File: src/rtl/npt_pkg.sv
// Package for the nearest point table lookup block.
// Holds table sizes, field widths, the entry type and address helpers.
// Depends on nothing.
package npt_pkg;

    localparam int NUM_COMPOSITIONS  = 2;
    localparam int ENTRIES_PER_TABLE = 1024;

    localparam int STORE_DEPTH = NUM_COMPOSITIONS * ENTRIES_PER_TABLE;
    localparam int ADDR_W      = (STORE_DEPTH > 1) ? $clog2(STORE_DEPTH) : 1;
    localparam int CNT_W       = $clog2(ENTRIES_PER_TABLE + 1);

    localparam int COMP_W  = 2;
    localparam int PRES_W  = 32;
    localparam int TEMP_W  = 13;
    localparam int MELT_W  = 16;
    localparam int DEPTH_W = 23;
    localparam int FRAC_W  = 16;
    localparam int DIST_W  = PRES_W + 1;

    localparam logic [DEPTH_W-1:0] CUTOFF_RESET = DEPTH_W'(300000);

    localparam logic OP_LOAD  = 1'b0;
    localparam logic OP_QUERY = 1'b1;

    typedef struct packed {
        logic [PRES_W-1:0] pres;
        logic [TEMP_W-1:0] temp;
        logic [MELT_W-1:0] melt;
    } entry_t;

    typedef struct packed {
        logic              busy;
        logic              found;
        logic [MELT_W-1:0] melt;
    } dist_stat_t;

    function automatic logic [ADDR_W-1:0] table_base(input logic [COMP_W-1:0] comp);
        return ADDR_W'(32'(comp) * ENTRIES_PER_TABLE);
    endfunction

endpackage

File: src/rtl/npt_dist_unit.sv
// Shared distance unit: |dP| + |dT| of one entry per cycle, then a running minimum.
// Depends on npt_pkg.
module npt_dist_unit
    import npt_pkg::*;
(
    input  logic              clk,
    input  logic              rst_n,
    input  logic              clear,
    input  logic              ent_vld,
    input  entry_t            ent,
    input  logic [PRES_W-1:0] q_pres,
    input  logic [TEMP_W-1:0] q_temp,
    output dist_stat_t        stat
);

    logic [PRES_W-1:0] dp;
    logic [TEMP_W-1:0] dt;
    logic [DIST_W-1:0] d_next;

    logic              v1_reg;
    logic [DIST_W-1:0] d1_reg;
    logic [MELT_W-1:0] m1_reg;

    logic              found_reg;
    logic [DIST_W-1:0] best_reg;
    logic [MELT_W-1:0] melt_reg;

    always_comb
    begin
        dp     = (ent.pres >= q_pres) ? (ent.pres - q_pres) : (q_pres - ent.pres);
        dt     = (ent.temp >= q_temp) ? (ent.temp - q_temp) : (q_temp - ent.temp);
        d_next = DIST_W'(dp) + DIST_W'(dt);
    end

    always_ff @(posedge clk or negedge rst_n)
    begin
        if (!rst_n)
        begin
            v1_reg    <= 1'b0;
            found_reg <= 1'b0;
        end
        else
        begin
            v1_reg <= ent_vld;
            if (clear)
            begin
                found_reg <= 1'b0;
            end
            else if (v1_reg && (!found_reg || d1_reg < best_reg))
            begin
                found_reg <= 1'b1;
            end
        end
    end

    always_ff @(posedge clk)
    begin
        d1_reg <= d_next;
        m1_reg <= ent.melt;
        if (!clear && v1_reg && (!found_reg || d1_reg < best_reg))
        begin
            best_reg <= d1_reg;
            melt_reg <= m1_reg;
        end
    end

    assign stat.busy  = v1_reg;
    assign stat.found = found_reg;
    assign stat.melt  = melt_reg;

endmodule

File: config.mk
export PLATFORM = sky130hd
export DESIGN_NAME = npt_dist_unit
export DESIGN_NICKNAME = d
export VERILOG_FILES = /design/src/rtl/npt_pkg.sv /design/src/rtl/npt_dist_unit.sv
export SDC_FILE = /design/constraint.sdc
export NUM_CORES = 1
export LEC_CHECK = 0
export BUFFER_PORTS_ARGS = -buffer_cell sky130_fd_sc_hd__buf_2
export CAP_MARGIN = 25
export CORE_MARGIN = 4
export CORE_UTILIZATION = 30
export DETAILED_ROUTE_END_ITERATION = 6
export PLACE_DENSITY = 0.55
export SYNTH_ARGS = -nofsm -noshare
export SYNTH_HDL_FRONTEND = slang
export SYNTH_SLANG_ARGS = --single-unit
File: constraint.sdc
create_clock -name clk -period 6.2 [get_ports clk]
set_clock_uncertainty 0.15 [all_clocks]
set_input_delay 0.93 -clock clk [delete_from_list [all_inputs] [get_ports clk]]
set_output_delay 0.93 -clock clk [all_outputs]
set_load 0.05 [all_outputs]
Yosys cells after proc, flatten, opt, wreduce, memory -nomap -nowiden --
Cells that the tools add are included.
Word-level totals: flip-flop bits (word level) 100, input bits 110, output and inout bits 18, word-level logic and storage cells 25
Cells by class: $add $sub $neg 5, magnitude comparators 3, muxes and demuxes 4, reductions and logical operators 7
Operators with widths (count):
- subtractor 32 bit | 2
- adder 32 x 13 -> 33 bit | 1
- < comparator 33 bit | 1
- >= comparator 32 bit | 1
- 2-to-1 mux 32 bit | 1
- subtractor 13 bit | 2
- >= comparator 13 bit | 1
- 2-to-1 mux 13 bit | 1
- logical AND 1 bit | 3
- zero test 1 bit | 2
- 2-to-1 mux 1 bit | 2
- nonzero test 2 bit | 1
- logical OR 1 bit | 1

Logic depth before layout (Yosys ltp) --
Gate-level depths: netlist of the first run.
depth in word-level cells 5, depth in mapped cells 28, mapped depth without buffers 26

Least setup slack after synthesis of the first run --
No wires, ideal clock.
kind input to register, start point input port ent[29] (netlist bit), end point register d1_reg[24], setup time 0.130 ns, data arrival time 6.003 ns, required time 5.920 ns, setup slack -0.083 ns, cell stages on the path 28, path buffers 3, cell sequence inv_1 ha_1 inv_1 fa_1 a211oi_1 o211ai_1 nand2_1 a211oi_1 or3_1 buf_6 buf_2 clkbuf_1 and2_0 a221oi_1 o22ai_1 a221oi_1 xnor2_1 ha_1 o21a_1 o21ai_0 a21oi_1 nor2_1 o21ai_0 nor3_1 o21bai_1 nand3_1 or3_1 xor2_1
On the way: longest elaborated chain between the ends 3, elaborated cells between the ends (all ways) 5, those cells by class 3 x add/sub; 1 x order compare; 1 x mux
Ends and longest elaborated chain:
- start, declared | line npt_dist_unit.sv:10 | input entry_t ent,
- subtractor 32 bit / >= comparator 32 bit (equally long branches) | line npt_dist_unit.sv:30 | dp = (ent.pres >= q_pres) ? (ent.pres - q_pres) : (q_pres - ent.pres);
- 2-to-1 mux 32 bit (*) | line npt_dist_unit.sv:30
- adder 32 x 13 -> 33 bit (*) | line npt_dist_unit.sv:32 | d_next = DIST_W'(dp) + DIST_W'(dt);
- via d_next[24] | line npt_dist_unit.sv:18 | logic [DIST_W-1:0] d_next;
- end signal, assigned | line npt_dist_unit.sv:58 | d1_reg <= d_next;
- end, declared | line npt_dist_unit.sv:21 | logic [DIST_W-1:0] d1_reg;
The timed path passes the listed nets; every way through them passes the cells marked *. A chain may end at the register's enable or synchronous reset.

Final worst setup path of the first run --
start point input port ent[29] (netlist bit), end point register d1_reg[27]
Same word-level chain as after synthesis.

==> flow_summary.json, run 1 <==
{
  "powerDensity_nw_per_um2": 269,
  "worstSetupPathType": "primary input to register",
  "final_nets": 1461,
  "ff2ff_path_depth": 13,
  "status": "finished clean",
  "synth_edf_count": 49,
  "cp.required_ps": 6260,
  "setup_slack_ps": 419,
  "critPathCaptureType": "register",
  "drc_errors": 0,
  "syn_inst": 1053,
  "critical_path_peak_fanout": 8,
  "yosysWarnings": 0,
  "synth_area_per_cell_um2": 8.50,
  "finalHoldViolCount": 0,
  "grt_max_degree": 29,
  "die_area_um2": 32600,
  "slowest_stage": "fa_1",
  "antenna_found_initial": 0,
  "r2r-end": "best_reg[2]$_DFFE_PP_",
  "num_vias": 7739,
  "grt_pass1_vias": 7720,
  "portBuffers": 127,
  "drtIter0Drc": 382,
  "slew_violations": 0,
  "synth_top_area_share": 0.186,
  "clk_latency_ps": 340,
  "cts_htree_levels": 3,
  "startpoint_type": "primary input",
  "synth.distinct_cells": 69,
  "cts_buffers": 9,
  "fp.dieW_um": 181,
  "clock_sinks": 100,
  "cts_tree": "yes",
  "grt_overflow_total": 0,
  "rsz0062_at_grt": "no",
  "routed_wl_um": 22100,
  "ant_nets": 0,
  "grt_pass1_wl_um": 37300,
  "post-dp-hpwl_um": 18700,
  "r2r_setup_slack_ps": 2450,
  "holdCritPathClass": "primary input to asynchronous set/reset pin",
  "postPlaceCellArea_um2": 10400,
  "synth_area_um2": 8950,
  "ir_worst_vdd_mv": 0.143,
  "cp_num_buf_inv": 5,
  "synthFlopType": "edfxtp_1",
  "fmax_mhz": 173,
  "ctsHoldBuffers": 0,
  "power.leakage_nw": 5.15,
  "period_needed_ps": 5780,
  "antenna_cells": 0,
  "synth_area_leaders": "ha_1 (19%), edfxtp_1 (16%), dfxtp_1 (11%)",
  "wl_per_cell_um": 13.8,
  "dp_slack_ps": -147,
  "rows": 62,
  "critical-path-max-stage-delay_ps": 390,
  "io_pins": 128,
  "grt_util_all_layers": 0.133,
  "rr_startpoint": "best_reg[1]$_DFFE_PP_",
  "synth_async_sr_flop_share": 0.0200,
  "finalSetupViolCount": 0,
  "via_per_inst": 4.83,
  "clock-root-buffer": "clkbuf_16",
  "path_delay_family": "compound AO/OA/AOI/OAI gates",
  "ys_seq_elements": 100,
  "arrival_ps": 5840,
  "clk_path_buf_depth": 2,
  "final_layout_size_suffix_gt1_frac": 0.181,
  "ys_seq_area_frac": 0.280,
  "start_util": 0.308,
  "dr.pass1.iters": 5,
  "path_clk_slew_ps": 70,
  "maxCapViolations": 0,
  "core_um2": 29100,
  "fin_area_um2": 10700,
  "dieHeight_um": 181,
  "fin_crit_sh": 0.932,
  "area_growth_pct": 19.5,
  "syn_nets": 1301,
  "maxSlewHeadroom": 0.445,
  "synth_top_cell_by_area": "ha_1",
  "tightestPinTransition_ps": 830,
  "gp_congestion": 0.871
}
-- worst max-delay path by stage --
stage               depth (start not counted)    start                  to  slack [ps]
floorplan                                  26  ent[29]  d1_reg[24]$_DFF_P_          20
global placement                           29  ent[29]  d1_reg[26]$_DFF_P_           3
detailed placement                         29  ent[29]  d1_reg[28]$_DFF_P_        -150
CTS                                        29  ent[29]  d1_reg[28]$_DFF_P_         200
global route                               29  ent[29]  d1_reg[31]$_DFF_P_           5
finish                                     29  ent[29]  d1_reg[27]$_DFF_P_         420
-- report_power, final --
part | total (mW) | switching [mW] | internal (mW)
Clock | 0.557 | 0.239 | 0.318
Sequential | 0.958 | 0.0678 | 0.890
Combinational | 1.36 | 0.762 | 0.601
Total | 2.88 | 1.07 | 1.81
-- metal layers --
metal | share of wire | track usage | up-vias
met5 | 0 | 0 | -
met4 | 0.023 | 0.0442 | 0
met3 | 0.033 | 0.0107 | 28
met2 | 0.45 | 0.217 | 171
met1 | 0.49 | 0.187 | 3510
li1 | - | - | 4030
-- through the flow --
stage | hold slack [ps] | std cells | util | setup TNS (ps) | power, mW
floorplan | 236 | 1053 | - | 0 | 1.94
global placement | 237 | 1584 | 0.356 | 0 | 2.31
detailed placement | 240 | 1584 | 0.356 | -273 | 2.33
CTS | 189 | 1600 | 0.366 | 0 | 2.91
global route | 193 | 1602 | 0.367 | 0 | 3.14
finish | 208 | 1602 | 0.367 | 0 | 2.88
-- Yosys cell counts (5+ instances only) --
library cell / number
inv_1: 144
edfxtp_1: 49
a21o_1: 41
buf_2: 11
xor2_1: 23
fa_1: 5
dfxtp_1: 49
or3_1: 7
o31ai_1: 5
xnor2_1: 46
and3_1: 9
nor2b_1: 10
a21oi_1: 96
o21bai_1: 8
nor3_1: 16
a221oi_1: 8
nor4_1: 8
nand4_1: 21
a211oi_1: 13
and2_1: 5
nand2b_1: 12
o211ai_1: 5
o21ai_0: 65
nand2_1: 55
mux2i_1: 17
ha_1: 133
nor2_1: 62
nand3_1: 16
o21a_1: 19
clkbuf_1: 21
-- cells in the final DEF (no fill, tap or decap), types with 19 or more instances in the layout --
cell,Yosys,layout
inv_1,144,144
buf_2,11,127
ha_1,133,133
dfxtp_1,49,49
nand4_1,21,21
nor2_1,62,62
o21ai_0,65,64
xnor2_1,46,46
xor2_1,23,23
buf_4,2,58
edfxtp_1,49,49
a21oi_1,96,95
nand2_1,55,55
a21o_1,41,41
o21a_1,19,19
-- kinds of logic (layout without fill, tap and decap cells) --
| family | after synthesis | in the layout | synth area share |
|---|---|---|---|
| muxes | 19 | 19 | 0.0215 |
| adders and majority gates | 138 | 138 | 0.197 |
| xor gates and xnor gates | 69 | 69 | 0.0676 |
| DFF | 100 | 100 | 0.280 |
| and+or+nand+nor | 239 | 239 | 0.136 |
| AOI/OAI and AO/OA | 307 | 307 | 0.218 |
| buffers and inverters | 181 | 346 | 0.0800 |
-- area by class of cell --
cell class	instances	area [um^2]
inverter	144	541
timing repair buffer	186	1090
multi-input combinational	772	5770
tap	384	480
fill	3044	18400
sequential	100	2500
clock inverter	6	71.3
clock buffer	10	229
-- worst reg2reg max path, delay by kind of cell, from the launching register on --
| kind | cells | cell delay (ps) |
|---|---|---|
| compound gates | 10 | 2120 |
| buf+inv | 2 | 550 |
| flops | 1 | 370 |
| fa+ha+maj | 1 | 210 |
-- repair_timing --
action                                  CTS  global route
buffers inserted                          0             2
endpoints found under the setup margin    0            14
resized for setup                         0             4
Note: power is estimated with default switching activity, not from simulation.
==> run 2: changes to the inputs <==
- ABC_AREA: unset -> 1
==> flow_summary.json, run 2 <==
{
  "status": "finished clean",
  "slew_violations": 0,
  "ir_worst_vdd_mv": 0.130,
  "cts_htree_levels": 3,
  "synthFlopType": "edfxtp_1",
  "drtIter0Drc": 456,
  "power.share.combinational": 0.484,
  "synth_area_leaders": "nand2_1 (20%), ha_1 (16%), edfxtp_1 (14%)",
  "portBuffers": 127,
  "tightestPinTransition_ps": 660,
  "path_clk_slew_ps": 70,
  "sw_frac_of_total": 0.413,
  "grt_overflow_total": 0,
  "synth_async_sr_flop_share": 0.0200,
  "start_util": 0.306,
  "cts_resized": 0,
  "setup_slack_ps": 893,
  "p_int_mw": 1.66,
  "finalSetupViolCount": 0,
  "holdCritPathClass": "primary input to asynchronous set/reset pin",
  "final_nets": 2035,
  "clock_sinks": 100,
  "grt_pass1_wl_um": 49500,
  "cts_tree": "yes",
  "dieHeight_um": 196,
  "fin_crit_sh": 0.856,
  "arrival_ps": 5390,
  "rr_startpoint": "best_reg[14]$_DFFE_PP_",
  "fp.dieW_um": 196,
  "ys_top_cells_by_count": "nand2_1 (567), inv_1 (341), ha_1 (133)",
  "area_growth_pct": 13.7,
  "clk_latency_ps": 340,
  "yosysMostFrequentCell": "nand2_1",
  "endpoint": "d1_reg[27]$_DFF_P_",
  "worstSetupPathType": "primary input to register",
  "synth_top_area_share": 0.200,
  "period_needed_ps": 5310,
  "power.switching_mw": 1.17,
  "crit_path_start": "ent[17]",
  "grt_max_degree": 50,
  "syn_nets": 1906,
  "fin_setup_tns_ps": 0,
  "wl_per_cell_um": 13.6,
  "power_frac_seq": 0.322,
  "dp_slack_ps": 553,
  "critPathCaptureType": "register",
  "synth_area_um2": 10600,
  "maxCapViolations": 0,
  "die_area_um2": 38600,
  "startpoint_type": "primary input",
  "rsz0062_at_grt": "no",
  "fmax_mhz": 188,
  "powerDensity_nw_per_um2": 234,
  "r2r_setup_slack_ps": 3500,
  "critical_path_peak_fanout": 18,
  "num_vias": 10200,
  "synth.distinct_cells": 46,
  "rows": 68,
  "dr.pass1.iters": 5,
  "drc_errors": 0,
  "post-dp-hpwl_um": 26700,
  "synth_area_per_cell_um2": 6.42,
  "antenna_cells": 0,
  "synth_top_cell_by_area": "nand2_1",
  "maxSlewHeadroom": 0.560,
  "clk_path_buf_depth": 2,
  "cts_buffers": 9,
  "core_um2": 34800,
  "power.leakage_nw": 6.82,
  "final_layout_size_suffix_gt1_frac": 0.114,
  "post-cts-setup-buffer-count": 0,
  "ys_seq_area_frac": 0.235,
  "synth_edf_count": 49,
  "mostFrequentLayoutCell": "nand2_1",
  "via_per_inst": 4.55,
  "grt_pass1_vias": 9967,
  "ys_seq_elements": 100,
  "yosysWarnings": 0,
  "grt_util_all_layers": 0.157,
  "io_pins": 128,
  "gp_congestion": 0.939,
  "final_cell_mix": "nand2_1 (567), inv_1 (341), ha_1 (133)",
  "cp.required_ps": 6280,
  "syn_inst": 1658,
  "clkPwrFrac": 0.195,
  "num-fill-cells": 3916,
  "r2r-end": "best_reg[4]$_DFFE_PP_",
  "clock-root-buffer": "clkbuf_16",
  "routed_wl_um": 30600,
  "ant_nets": 0,
  "ff2ff_path_depth": 12,
  "ctsHoldBuffers": 0,
  "antenna_found_initial": 0,
  "finalHoldViolCount": 0
}
## run 2: per-stage QoR
step	hold slack [ps]	instances	cell area [um^2]	total power [mW]	util
global placement	236	2231	11800	2.28	0.339
detailed placement	240	2231	11800	2.30	0.339
floorplan	236	1658	10600	1.93	-
finish	213	2247	12100	2.83	0.348
global route	193	2247	12100	3.10	0.348
CTS	194	2247	12100	2.86	0.348
## run 2: per-layer routing
layer / wire length, um / global-route usage / up-vias
li1: - / - / 5414
met1: 14300 / 0.205 / 4574
met2: 14500 / 0.278 / 213
met3: 1240 / 0.0149 / 31
met4: 567 / 0.0378 / 0
met5: 0 / 0 / -
## run 2: kinds of logic (layout without fill, tap and decap cells)
family / Yosys count / in the layout / synth area share
fa+ha+maj: 138 / 138 / 0.166
xor+xnor: 45 / 45 / 0.0370
buf+inv: 360 / 494 / 0.131
simple gates: 850 / 850 / 0.341
flops: 100 / 100 / 0.235
compound gates: 158 / 158 / 0.0834
mux: 7 / 7 / 0.00670
## run 2: power by group through the flow
stage | clock network (mW) | logic [mW] | registers, mW
finish | 0.550 | 1.37 | 0.910
global route | 0.602 | 1.57 | 0.926
CTS | 0.573 | 1.38 | 0.914
detailed placement | 0 | 1.37 | 0.928
global placement | 0 | 1.36 | 0.922
floorplan | 0 | 1.01 | 0.923
## run 2: final cells by class
class / instances / area (um^2) / area share
clock buffer: 12 / 279 / 0.0231
tap: 455 / 569 / 0.0470
inverter: 348 / 1310 / 0.108
multi-input combinational: 1198 / 6760 / 0.559
timing repair buffer: 130 / 658 / 0.0544
sequential: 100 / 2500 / 0.207
clock inverter: 4 / 27.5 / 0.00227
## run 2: worst min-delay path by stage
stage                             end  slack, ps  cells after the start
6_report             v1_reg$_DFF_PN0_        210                      1
5_1_grt              v1_reg$_DFF_PN0_        190                      1
4_1_cts              v1_reg$_DFF_PN0_        190                      1
3_5_place_dp   melt_reg[10]$_DFFE_PP_        240                      0
3_3_place_gp    melt_reg[2]$_DFFE_PP_        240                      0
2_1_floorplan   melt_reg[0]$_DFFE_PP_        240                      0
## run 2: critical path: stages
cell     delay (ps)
buf_2           130
inv_1            80
ha_1            330
nand2_1         120
nor2_1           50
nor3b_1         230
o21ai_0         230
nand4_1         190
nand3_2         340
o21ai_0         430
xnor2_1         170
inv_1            60
ha_1            340
nand3_1          90
nand2_1         100
nand2_1          60
a31oi_1         250
inv_1            70
o21ai_0         390
inv_1           140
nor2_4          170
nand2_2         100
nor2_4          120
nand2_2          80
o21ai_1         120
nand2_1          60
==> run 3: changes to the inputs <==
- PLACE_DENSITY: 0.55 -> 0.56
- clock period: 6.2 -> 4.45 ns (I/O delays scaled with it)
==> flow_summary.json, run 3 (synthesis gave the netlist of run 2 again) <==
{
  "status": "finished clean",
  "grt_max_degree": 50,
  "critical_path_peak_fanout": 8,
  "multi_input_area_um2": 6920,
  "dieHeight_um": 196,
  "fin_crit_sh": 0.929,
  "period_needed_ps": 4140,
  "finalHoldViolCount": 0,
  "gp_congestion": 0.906,
  "routed_wl_um": 31300,
  "mostFrequentLayoutCell": "nand2_1",
  "post-dp-hpwl_um": 27400,
  "clock_sinks": 100,
  "antenna_found_initial": 0,
  "register_area_um2": 2500,
  "grt_pass1_wl_um": 50900,
  "cts_tree": "yes",
  "final_nets": 2190,
  "slew_violations": 0,
  "dr.pass1.iters": 5,
  "num_vias": 10800,
  "fin_setup_tns_ps": 0,
  "setup_slack_ps": 314,
  "final_cell_mix": "nand2_1 (566), inv_1 (341), buf_4 (157)",
  "arrival_ps": 4230,
  "grt_util_all_layers": 0.160,
  "num-fill-cells": 3749,
  "fp.dieW_um": 196,
  "cts_buffers": 9,
  "ir_worst_vdd_mv": 0.204,
  "total_power_mw": 4.35,
  "die_area_um2": 38600,
  "dp_slack_ps": -222,
  "holdCritPathClass": "register to register",
  "via_per_inst": 4.50,
  "postPlaceCellArea_um2": 12900,
  "ant_nets": 0,
  "maxSlewHeadroom": 0.577,
  "power.leakage_nw": 7.58,
  "clk_path_buf_depth": 2,
  "tightestPinTransition_ps": 634,
  "area_growth_pct": 26.0,
  "grt_pass1_vias": 10700,
  "startpoint_type": "primary input",
  "cp.required_ps": 4540,
  "worstSetupPathType": "primary input to register",
  "powerDensity_nw_per_um2": 324,
  "drc_errors": 0,
  "wl_per_cell_um": 13.0,
  "grt_overflow_total": 0,
  "critPathCaptureType": "register",
  "io_pins": 128,
  "cts_htree_levels": 3,
  "start_util": 0.306,
  "maxCapViolations": 0,
  "drtIter0Drc": 428,
  "finalSetupViolCount": 0,
  "final_layout_size_suffix_gt1_frac": 0.197,
  "clk_latency_ps": 340,
  "portBuffers": 127,
  "clock-root-buffer": "clkbuf_16",
  "rows": 68,
  "antenna_cells": 0,
  "core_um2": 34800,
  "fin_area_um2": 13400,
  "path_clk_slew_ps": 70,
  "fmax_mhz": 242
}
==> run 3: changes by cell type in the layout (fill, tap and decap cells not counted), moves of 3 or more <==
cell     delta
inv_6       +3
nor2_2      +4
a21oi_1     -3
o21ai_0     -8
buf_4     +154
o21ai_1     +5
o21ai_2     +3
ha_1        -6
ha_4        +5
nor2_1      -4
==> run 3: path summary, 6_finish.rpt <==
check                      cells past startpoint                      to  slack [ps]                   start
setup / recovery                              26      d1_reg[26]$_DFF_P_         310                 ent[18]
hold / removal                                 0   melt_reg[6]$_DFFE_PP_         250       m1_reg[6]$_DFF_P_
setup reg to reg                              12  best_reg[28]$_DFFE_PP_        1770  best_reg[32]$_DFFE_PP_
hold reg to reg                                0   melt_reg[6]$_DFFE_PP_         250       m1_reg[6]$_DFF_P_
max in group asynchronous                      2        v1_reg$_DFF_PN0_        3570                   rst_n
min in group asynchronous                      2   found_reg$_DFFE_PN0P_         490                   rst_n
==> run 3: worst max-delay path: stages <==
cell and delay, ps:
buf_2 90, inv_1 40, ha_1 310, nand2_1 70, nor2_1 120, nor3b_2 70
o21ai_1 210, nand4_1 220, nand3_4 190, buf_4 130, buf_4 100, mux2_2 370
fa_1 470, nand3_1 110, nand3_1 110, a21oi_2 190, o21ai_2 70, nand3_1 100
nand2_2 60, nand3_2 90, nand2_4 60, buf_4 160, nand3_1 80, nand2_1 50
nand2_1 60, inv_1 30
==> run 3: report_power, final <==
part / switching (mW) / leakage, nW / internal, mW
sequential: 0.0834 / 0.893 / 1.18
clock: 0.334 / 0.145 / 0.417
combinational: 1.34 / 6.54 / 0.991
total: 1.76 / 7.58 / 2.59
==> run 3: through the flow <==
step	hold slack, ps	std cells	util
4_1_cts	255	2398	0.380
5_1_grt	252	2402	0.386
3_5_place_dp	239	2381	0.371
3_3_place_gp	236	2381	0.371
2_1_floorplan	222	1658	-
6_report	254	2402	0.386
==> run 3: repair_timing <==
action / in CTS / in global routing
endpoints found under the setup margin: 0 / 20
gates resized for setup: 0 / 31
endpoints found under the hold margin: 2 / 0
hold buffers: 1 / 0
buffers inserted: 0 / 4
==> run 3: cell type report <==
cell class	instances	area share
Clock buffer	10	0.0187
Clock inverter	6	0.00326
Inverter	348	0.0974
Multi-Input combinational cell	1198	0.516
Sequential cell	100	0.187
Tap cell	455	0.0424
Timing Repair Buffer	285	0.136
==> run 3: metal layers <==
metal,track usage,vias up,part of all wire,routed length [um]
met5,0,-,0,0
met4,0.0515,0,0.029,906
met3,0.0149,54,0.042,1320
met2,0.275,257,0.46,14500
met1,0.211,4790,0.47,14700
li1,-,5715,-,-
